===== src/rtl/core/mbrtu_pkg.sv =====
// Shared constants and CRC helper for the Modbus RTU request framer.
package mbrtu_pkg;

    localparam int unsigned BYTE_W     = 8;
    localparam int unsigned REG_ADDR_W = 16;
    localparam int unsigned WORD_W     = 16;
    localparam int unsigned CRC_W      = 16;
    localparam int unsigned IDX_W      = 3;

    // s_tdata: op, register_address, data_word, zero fill to whole bytes
    localparam int unsigned REQ_BITS   = 1 + REG_ADDR_W + WORD_W;
    localparam int unsigned S_DATA_W   = ((REQ_BITS + 7) / 8) * 8;
    localparam int unsigned M_DATA_W   = BYTE_W;

    localparam logic [CRC_W-1:0]  CRC_POLY = 16'hA001;
    localparam logic [CRC_W-1:0]  CRC_INIT = 16'hFFFF;

    localparam logic [BYTE_W-1:0] FUNC_READ  = 8'd3;
    localparam logic [BYTE_W-1:0] FUNC_WRITE = 8'd6;

    localparam logic [BYTE_W-1:0] SLAVE_ADDR_RESET = 8'd1;

    // op codes
    localparam logic OP_READ  = 1'b0;
    localparam logic OP_WRITE = 1'b1;

    // byte positions within a frame
    localparam logic [IDX_W-1:0] IDX_SLAVE   = 3'd0;
    localparam logic [IDX_W-1:0] IDX_FUNC    = 3'd1;
    localparam logic [IDX_W-1:0] IDX_ADDR_HI = 3'd2;
    localparam logic [IDX_W-1:0] IDX_ADDR_LO = 3'd3;
    localparam logic [IDX_W-1:0] IDX_WORD_HI = 3'd4;
    localparam logic [IDX_W-1:0] IDX_WORD_LO = 3'd5;
    localparam logic [IDX_W-1:0] IDX_CRC_LO  = 3'd6;
    localparam logic [IDX_W-1:0] IDX_CRC_HI  = 3'd7;

    // one byte through the reflected CRC-16/Modbus
    function automatic logic [CRC_W-1:0] crc_feed(
        input logic [CRC_W-1:0]  crc_in,
        input logic [BYTE_W-1:0] data
    );
        logic [CRC_W-1:0] c;
        c = crc_in ^ {{(CRC_W-BYTE_W){1'b0}}, data};
        for (int k = 0; k < BYTE_W; k++)
        begin
            if (c[0])
            begin
                c = (c >> 1) ^ CRC_POLY;
            end
            else
            begin
                c = c >> 1;
            end
        end
        return c;
    endfunction

endpackage


===== src/rtl/core/modbus_rtu_request_framer_unit.sv =====
// An accepted request goes to the request buffer, then its first frame byte to the output
// register; the eight bytes follow one per cycle while m_tready is high.
// The frame rate is set by the single byte-wide output register.
// A second request is buffered during a frame; the CRC takes one byte per unstalled cycle.
// Reset (rst_n low, async): output and request buffer empty, slave address back to 1.
// Top level: turns one read/write register request into an 8-byte Modbus RTU frame.
module modbus_rtu_request_framer_unit (
    input  logic                              clk,
    input  logic                              rst_n,
    input  logic                              cfg_valid,
    output logic                              cfg_ready,
    input  logic [mbrtu_pkg::BYTE_W-1:0]      cfg_data,    // slave_address
    input  logic                              s_tvalid,
    output logic                              s_tready,
    // [0] op, [16:1] register_address, [32:17] data_word, [39:33] zero
    input  logic [mbrtu_pkg::S_DATA_W-1:0]    s_tdata,
    output logic                              m_tvalid,
    input  logic                              m_tready,
    output logic [mbrtu_pkg::M_DATA_W-1:0]    m_tdata,     // [7:0] frame_byte
    output logic                              m_tlast      // last_byte
);
    import mbrtu_pkg::*;

    logic [BYTE_W-1:0]     slave_addr_reg;

    logic                  pend_valid_reg;
    logic                  pend_op_reg;
    logic [REG_ADDR_W-1:0] pend_addr_reg;
    logic [WORD_W-1:0]     pend_word_reg;

    logic                  busy_reg;
    logic [IDX_W-1:0]      idx_reg;
    logic [5*BYTE_W-1:0]   frame_reg;
    logic [CRC_W-1:0]      crc_reg;

    logic                  out_valid_reg;
    logic [BYTE_W-1:0]     out_byte_reg;
    logic                  out_last_reg;

    logic                  out_adv;
    logic                  pend_take;
    logic                  s_accept;
    logic [BYTE_W-1:0]     cur_byte;
    logic [BYTE_W-1:0]     func_code;

    assign cfg_ready = 1'b1;

    assign out_adv   = !out_valid_reg || m_tready;
    assign pend_take = out_adv && !busy_reg && pend_valid_reg;
    assign s_tready  = !pend_valid_reg || pend_take;
    assign s_accept  = s_tvalid && s_tready;

    assign func_code = (pend_op_reg == OP_WRITE) ? FUNC_WRITE : FUNC_READ;

    always_comb
    begin
        case (idx_reg)
            IDX_FUNC:    cur_byte = frame_reg[1*BYTE_W-1:0*BYTE_W];
            IDX_ADDR_HI: cur_byte = frame_reg[2*BYTE_W-1:1*BYTE_W];
            IDX_ADDR_LO: cur_byte = frame_reg[3*BYTE_W-1:2*BYTE_W];
            IDX_WORD_HI: cur_byte = frame_reg[4*BYTE_W-1:3*BYTE_W];
            IDX_WORD_LO: cur_byte = frame_reg[5*BYTE_W-1:4*BYTE_W];
            IDX_CRC_LO:  cur_byte = crc_reg[BYTE_W-1:0];
            IDX_CRC_HI:  cur_byte = crc_reg[CRC_W-1:BYTE_W];
            default:     cur_byte = slave_addr_reg;
        endcase
    end

    always_ff @(posedge clk or negedge rst_n)
    begin
        if (!rst_n)
        begin
            slave_addr_reg <= SLAVE_ADDR_RESET;
        end
        else if (cfg_valid)
        begin
            slave_addr_reg <= cfg_data;
        end
    end

    // request buffer
    always_ff @(posedge clk or negedge rst_n)
    begin
        if (!rst_n)
        begin
            pend_valid_reg <= 1'b0;
        end
        else if (s_accept)
        begin
            pend_valid_reg <= 1'b1;
        end
        else if (pend_take)
        begin
            pend_valid_reg <= 1'b0;
        end
    end

    always_ff @(posedge clk)
    begin
        if (s_accept)
        begin
            pend_op_reg   <= s_tdata[0];
            pend_addr_reg <= s_tdata[REG_ADDR_W:1];
            pend_word_reg <= s_tdata[REG_ADDR_W+WORD_W:REG_ADDR_W+1];
        end
    end

    // frame sequencer and output register
    always_ff @(posedge clk or negedge rst_n)
    begin
        if (!rst_n)
        begin
            busy_reg      <= 1'b0;
            idx_reg       <= IDX_SLAVE;
            out_valid_reg <= 1'b0;
        end
        else if (out_adv)
        begin
            if (busy_reg)
            begin
                out_valid_reg <= 1'b1;
                busy_reg      <= (idx_reg != IDX_CRC_HI);
                idx_reg       <= idx_reg + 1'b1;
            end
            else if (pend_valid_reg)
            begin
                out_valid_reg <= 1'b1;
                busy_reg      <= 1'b1;
                idx_reg       <= IDX_FUNC;
            end
            else
            begin
                out_valid_reg <= 1'b0;
            end
        end
    end

    always_ff @(posedge clk)
    begin
        if (out_adv)
        begin
            if (busy_reg)
            begin
                out_byte_reg <= cur_byte;
                out_last_reg <= (idx_reg == IDX_CRC_HI);
                if (idx_reg <= IDX_WORD_LO)
                begin
                    crc_reg <= crc_feed(crc_reg, cur_byte);
                end
            end
            else if (pend_valid_reg)
            begin
                out_byte_reg <= slave_addr_reg;
                out_last_reg <= 1'b0;
                crc_reg      <= crc_feed(CRC_INIT, slave_addr_reg);
                frame_reg    <= {pend_word_reg[BYTE_W-1:0], pend_word_reg[WORD_W-1:BYTE_W],
                                 pend_addr_reg[BYTE_W-1:0], pend_addr_reg[REG_ADDR_W-1:BYTE_W],
                                 func_code};
            end
        end
    end

    assign m_tvalid = out_valid_reg;
    assign m_tdata  = out_byte_reg;
    assign m_tlast  = out_last_reg;

endmodule


===== config.mk =====
export PLATFORM = sky130hd
export DESIGN_NAME = modbus_rtu_request_framer_unit
export DESIGN_NICKNAME = d
export VERILOG_FILES = /design/src/rtl/core/mbrtu_pkg.sv /design/src/rtl/core/modbus_rtu_request_framer_unit.sv
export SDC_FILE = /design/constraint.sdc
export NUM_CORES = 1
export LEC_CHECK = 0
export BUFFER_PORTS_ARGS = -buffer_cell sky130_fd_sc_hd__clkbuf_2
export CORE_MARGIN = 2
export CORE_UTILIZATION = 40
export CTS_CLUSTER_DIAMETER = 200
export DETAILED_ROUTE_END_ITERATION = 10
export PLACE_DENSITY = 0.66
export SETUP_SLACK_MARGIN = 0.3
export SLEW_MARGIN = 40
export SYNTH_ARGS = -nofsm -noshare
export SYNTH_HDL_FRONTEND = slang
export SYNTH_SLANG_ARGS = --single-unit

===== constraint.sdc =====
create_clock -name clk -period 3.65 [get_ports clk]
set_input_delay 0.365 -clock clk [delete_from_list [all_inputs] [get_ports clk]]
set_output_delay 0.365 -clock clk [all_outputs]
set_load 0.1 [all_outputs]

# After elaboration in Yosys (flattened, before gate mapping)
# Index checks and enable logic that the tools add are counted.
# W data, S select, Z words.
[word_totals]
register_bits = 112
inputBits = 53
wordCells = 129
[classes]
n_eq_ne = 9
magnitude_cmp = 1
add_sub_neg = 1
muxes = 74
bitwise_logic = 19
n_reduce_logical = 13
[ops]
columns = ["operator", "n"]
rows = [
  ["$mux W16", 61],
  ["$pmux W8 S7", 1],
  ["$not A2 Y3", 16],
  ["$mux W8", 2],
  ["$not A8 Y16", 1],
  ["$xor A16 B8 Y16", 1],
  ["$eq A3 B3 Y1 const B", 4],
  ["$mux W3", 3],
  ["$mux W1", 7],
  ["$eq A3 B2 Y1 const B", 2],
  ["$reduce_and A3 Y1", 2],
  ["$reduce_bool A2 Y1", 2],
  ["$add A3 B1 Y3 const B", 1],
  ["$eq A3 B1 Y1 const B", 1],
  ["$le A3 B3 Y1 const B", 1],
  ["$logic_and A1 B1 Y1", 3],
  ["$logic_not A1 Y1", 3],
  ["$ne A3 B3 Y1 const B", 1],
  ["$logic_or A1 B1 Y1", 2],
  ["$ne A2 B1 Y1 const B", 1],
  ["$reduce_and A2 Y1", 1],
  ["$not A1 Y1", 1],
]

# Logic depth before layout (Yosys ltp)
[logic_depth]
depth_word = 42
mapped_depth = 11
depth_no_buf = 10

# Worst setup path before layout
# OpenSTA, ideal clock, no wires.
[synth_path]
kind = "reg2reg"
from = "register out_valid_reg (netlist: m_tvalid)"
to = "register pend_addr_reg[0], enable pin"
n_path_buf = 0
path_slack_ns = -1.024
arrival_time_ns = 4.281
required_ns = 3.257
synth_period_minus_slack_ns = 4.674
stages_incl_launch_ff = 4
cell_sequence = "dfrtp_1 nor2b_1 o21ai_0 and2_1"
[synth_via]
elab_chain_cells = 6
[synth_lines]
columns = ["item", "line_no", "text"]
rows = [
  ["from (decl)", "modbus_rtu_request_framer_unit.sv:36", "logic out_valid_reg;"],
  ["from (signal assigned)", "modbus_rtu_request_framer_unit.sv:115", "out_valid_reg <= 1'b0;"],
  ["from (signal assigned)", "modbus_rtu_request_framer_unit.sv:121", "out_valid_reg <= 1'b1;"],
  ["from (signal assigned)", "modbus_rtu_request_framer_unit.sv:127", "out_valid_reg <= 1'b1;"],
  ["$logic_not A1 Y1", "modbus_rtu_request_framer_unit.sv:48", "assign out_adv = !out_valid_reg || m_tready;"],
  ["$logic_or A1 B1 Y1", "modbus_rtu_request_framer_unit.sv:48", ""],
  ["$logic_and A1 B1 Y1 (2 in a row)", "modbus_rtu_request_framer_unit.sv:49", "assign pend_take = out_adv && !busy_reg && pend_valid_reg;"],
  ["$logic_or A1 B1 Y1", "modbus_rtu_request_framer_unit.sv:50", "assign s_tready = !pend_valid_reg || pend_take;"],
  ["net s_tready", "modbus_rtu_request_framer_unit.sv:14", "output logic s_tready,"],
  ["$logic_and A1 B1 Y1", "modbus_rtu_request_framer_unit.sv:51", "assign s_accept = s_tvalid && s_tready;"],
  ["net s_accept", "modbus_rtu_request_framer_unit.sv:42", "logic s_accept;"],
  ["to (signal assigned)", "modbus_rtu_request_framer_unit.sv:103", "pend_addr_reg <= s_tdata[REG_ADDR_W:1];"],
  ["to (decl)", "modbus_rtu_request_framer_unit.sv:28", "logic [REG_ADDR_W-1:0] pend_addr_reg;"],
]
# The timed path passes the listed nets, and every way through them passes these cells.
# A chain may end at the register's enable or synchronous reset.

# Worst setup path after layout
[layout_path]
from = "register idx_reg[0]"
to = "register crc_reg[0], data pin"
[layout_via]
elab_chain_cells = 35
word_cells_on_any_way = 47
[layout_lines]
columns = ["item", "line_no", "text"]
rows = [
  ["from (decl)", "modbus_rtu_request_framer_unit.sv:32", "logic [IDX_W-1:0] idx_reg;"],
  ["from (signal assigned)", "modbus_rtu_request_framer_unit.sv:123", "idx_reg <= idx_reg + 1'b1;"],
  ["$eq A3 B3 Y1 (tied with other cells)", "modbus_rtu_request_framer_unit.sv:57", "case (idx_reg)"],
  ["$pmux W8 S7 *", "modbus_rtu_request_framer_unit.sv:57", ""],
  ["$xor A16 B8 Y16 *", "mbrtu_pkg.sv:43", "c = crc_in ^ {{(CRC_W-BYTE_W){1'b0}}, data};"],
  ["$mux W16 *", "mbrtu_pkg.sv:46", "if (c[0])"],
  ["$mux W16 *", "modbus_rtu_request_framer_unit.sv:146", "if (idx_reg <= IDX_WORD_LO)"],
  ["$mux W16 *", "modbus_rtu_request_framer_unit.sv:142", "if (busy_reg)"],
  ["$mux W16 *", "modbus_rtu_request_framer_unit.sv:140", "if (out_adv)"],
  ["$mux W16 *", "mbrtu_pkg.sv:46", ""],
  ["[19 not listed]", "--", ""],
  ["$not A2 Y3 (no line) or $mux W16 (tied branches)", "--", ""],
  ["$mux W16 *", "mbrtu_pkg.sv:46", ""],
  ["$mux W16 *", "modbus_rtu_request_framer_unit.sv:146", ""],
  ["$mux W16 *", "modbus_rtu_request_framer_unit.sv:142", ""],
  ["$mux W16 *", "modbus_rtu_request_framer_unit.sv:140", ""],
  ["$mux W16 *", "mbrtu_pkg.sv:46", ""],
  ["$mux W16 *", "modbus_rtu_request_framer_unit.sv:146", ""],
  ["$mux W16 *", "modbus_rtu_request_framer_unit.sv:142", ""],
  ["to (signal assigned)", "modbus_rtu_request_framer_unit.sv:148", "crc_reg <= crc_feed(crc_reg, cur_byte);"],
  ["to (signal assigned)", "modbus_rtu_request_framer_unit.sv:155", "crc_reg <= crc_feed(CRC_INIT, slave_addr_reg);"],
  ["to (decl)", "modbus_rtu_request_framer_unit.sv:34", "logic [CRC_W-1:0] crc_reg;"],
]
# Mark *: on every way between the ends. The rest lies on a longest branch, timed or not. The select of a mux whose other input is x is not followed.

==> flow_summary.ini <==
[logic_synthesis]
synth_top_area_share_pct = 60.7
synth.most_common_cell = edfxtp_1
synth.top_cells.by_count = edfxtp_1 (92), xnor2_1 (15), mux2_2 (14), dfrtp_1 (13), nor2_1 (13)
synth_area_leaders = edfxtp_1 (61%), dfrtp_1 (7.2%), mux2_2 (3.5%)
ys_ff_latch = 106
ys_seq_area_share_pct = 68.5
netlist_area_um2 = 4550
avgSynthCellArea_um2 = 16.1
yosysUniqueCellTypes = 51
syn_nets = 342
synthArstFlopShare_pct = 13.2
synthFlopType = edfxtp_1
postSynthCellCount = 283
yosysTopAreaCell = edfxtp_1
synth_edf_count = 92
yosys_warnings = 0

[sta]
hold_viol = 0
finalSetupTns_ns = 0
fin_crit_sh_pct = 92.2
maxSlewViolCount = 0
worst_pin_slew_ns = 0.607
max_freq_mhz = 297
finalSetupViolCount = 0
rsz0062_at_grt = yes
fin_skew_ns = 0.00786
min_period_ns = 3.37
relSlewSlack_pct = 59.5

[power]
p_sw_share_pct = 35.6
report.power.total_w = 0.00630
p_switching_w = 0.00225
leakagePower_nw = 2.11
power_per_cell_area_nw_per_um2 = 1120
clock_power_share_pct = 14.7
internal_power_w = 0.00406
power_frac_seq_pct = 29.9
combinationalPowerShare_pct = 55.5
irDropWorstVdd_uv = 772

[drt]
num_vias = 2601
top_layer = met4
wl_met1_um = 3980
wl_met2_um = 3870
first_pass_iters = 5
wl_met3_um = 562
vias_per_cell = 5.01
drtIter0Drc = 150
wl_per_cell_um = 16.6
wl_um = 8640
drtAntennaViolNets = 0
drc = 0

[cts]
root_buffer = clkbuf_16
htreeDepth = 3
clk_latency_ns = 0.35
cts_made_buffers = 9
clkSlewWorstSetupHoldPaths_ns = 0.07
clock-sinks = 106
clk_path_buf_depth = 2
cts_tree = yes

[min_path]
whs_endpoint = pend_word_reg[3]
min-delay-start = s_tdata[20]
holdPathStages = 1
hold_class = in -> reg

[placed_design]
finalWeightedCongestion = 0.877
io_buffers = 56
dp_hpwl_um = 5720

[global_route]
track_usage_pct = 14.4
grt_first_pass_wirelength_um = 13600
grt_overflow = 0
antenna_found_initial = 0
grt_pass1_vias = 2619
grt_max_degree = 35

[worst_setup_path]
reg2reg_depth = 12
crit_buf_inv = 2
critical_path.max_fanout = 6
path_cells = ha_4 -> ha_4 -> or4_4 -> buf_6 -> a21oi_4 -> buf_4 -> a32oi_4 -> xnor2_2 -> xnor3_1 -> xor3_2 -> xnor3_1 -> mux2_4
crit_type = reg -> reg
critical-path-top-delay-family = XOR/XNOR gates
r2r_end = crc_reg[0]
worst_setup_path_end_kind = flip-flop
start_kind = flip-flop
arrival_ns = 3.47
r2r_setup_slack_ns = 0.28
timing.critical_path.slowest_cell_delay_ns = 0.54
crit_slowest_cell = or4_4
cp.required_ns = 3.75
r2r-start = idx_reg[0]

[finish]
num_antenna_cells = 0
layout-drive-gt1-share_pct = 40.9
largest_reg_flops = 34
area_delta_synth_final_pct = 23.3
final_net_count = 434

[die]
die_h_um = 111
die_area_um2 = 12200
core_um2 = 11000
rows = 38
die_w_um = 111
io_pins = 65
initial_core_util_pct = 41.4

[run]
maxCapViolations = 0

[outcome]
status = completed
layer usage:
layer	GRT usage, %	up-vias
li1	-	1259
met1	19.9	1218
met2	22.0	104
met3	3.24	20
met4	5.67	0
met5	0	-
what timing repair did:
item	CTS	global route
gates resized for setup	15	5
hold buffers	1	0
endpoints found under the hold margin	13	0
buffers inserted	10	9
pin swaps	9	11
endpoints found under the setup margin	1	3
how the worst max path moves through the flow:
stage | from | end | slack (ns) | cells past startpoint
floorplan | idx_reg[0] | crc_reg[0] | 0.15 | 11
detailed placement | idx_reg[0] | crc_reg[0] | 0.05 | 10
global placement | idx_reg[0] | crc_reg[0] | 0.09 | 10
global route | idx_reg[0] | crc_reg[0] | 0.18 | 12
finish | idx_reg[0] | crc_reg[0] | 0.28 | 12
CTS | idx_reg[0] | crc_reg[0] | 0.26 | 10
final cells by class:
type / instances / area, µm²
clock buffers: 9 / 225
clock inverters: 6 / 57.6
fillers: 911 / 5370
inverters: 6 / 22.5
multi-input cells: 158 / 1440
flip-flops and latches: 106 / 3120
well taps: 140 / 175
repair buffers: 94 / 576
cell usage in the layout, fill, tap and decap left out, drive strengths merged, types with 2 or more instances in the layout:
cell and count:
nor3b 2, a22o 3, xnor3 2, xnor2 17, nand2 7, xor2 12, a22oi 7, o21ai 6
mux2 15, a222oi 7, ha 6, o211ai 4, a21o 2, edfxtp 92, mux2i 5, nor2b 4
dfrtp 13, nand3b 6, and2 3, a31oi 4, o31ai 2, nand2b 7, clkbuf 65, a21oi 13
buf 37, nor2 13, inv 11
cell families (layout without fill, tap and decap cells):
family                     after synthesis  count (layout)  share of synthesized area (%)
AOI/OAI and AO/OA                       52              52                           8.69
xor gates and xnor gates                32              32                           7.62
adders and majority gates                6               6                           1.65
buffers and inverters                   19             115                           2.53
DFF                                    106             106                           68.5
muxes                                   20              20                           4.90
other                                    1               1                         0.0824
and+or+nand+nor                         47              47                           6.08
power by group through the flow:
stage	sequential (W)	combinational, W	clock (W)
after floorplan	0.00220	0.00216	0
after global placement	0.00190	0.00305	0
after detailed placement	0.00190	0.00308	0
after CTS	0.00188	0.00333	0.000949
after global routing	0.00191	0.00376	0.000992
final	0.00188	0.00350	0.000924
metrics by stage:
step                      setup WS, ns  cell area (µm²)  util, %  instances  hold slack, ns
after CTS                        0.262             5510     50.2        510           0.175
after floorplan                  0.150             4560        -        283          0.0694
after global routing             0.180             5610     51.1        519           0.175
after detailed placement        0.0513             5060     46.1        484           0.289
final                            0.283             5610     51.1        519           0.186
after global placement          0.0898             5060     46.1        484           0.287
No activity file was read; power rests on OpenSTA's default activity.
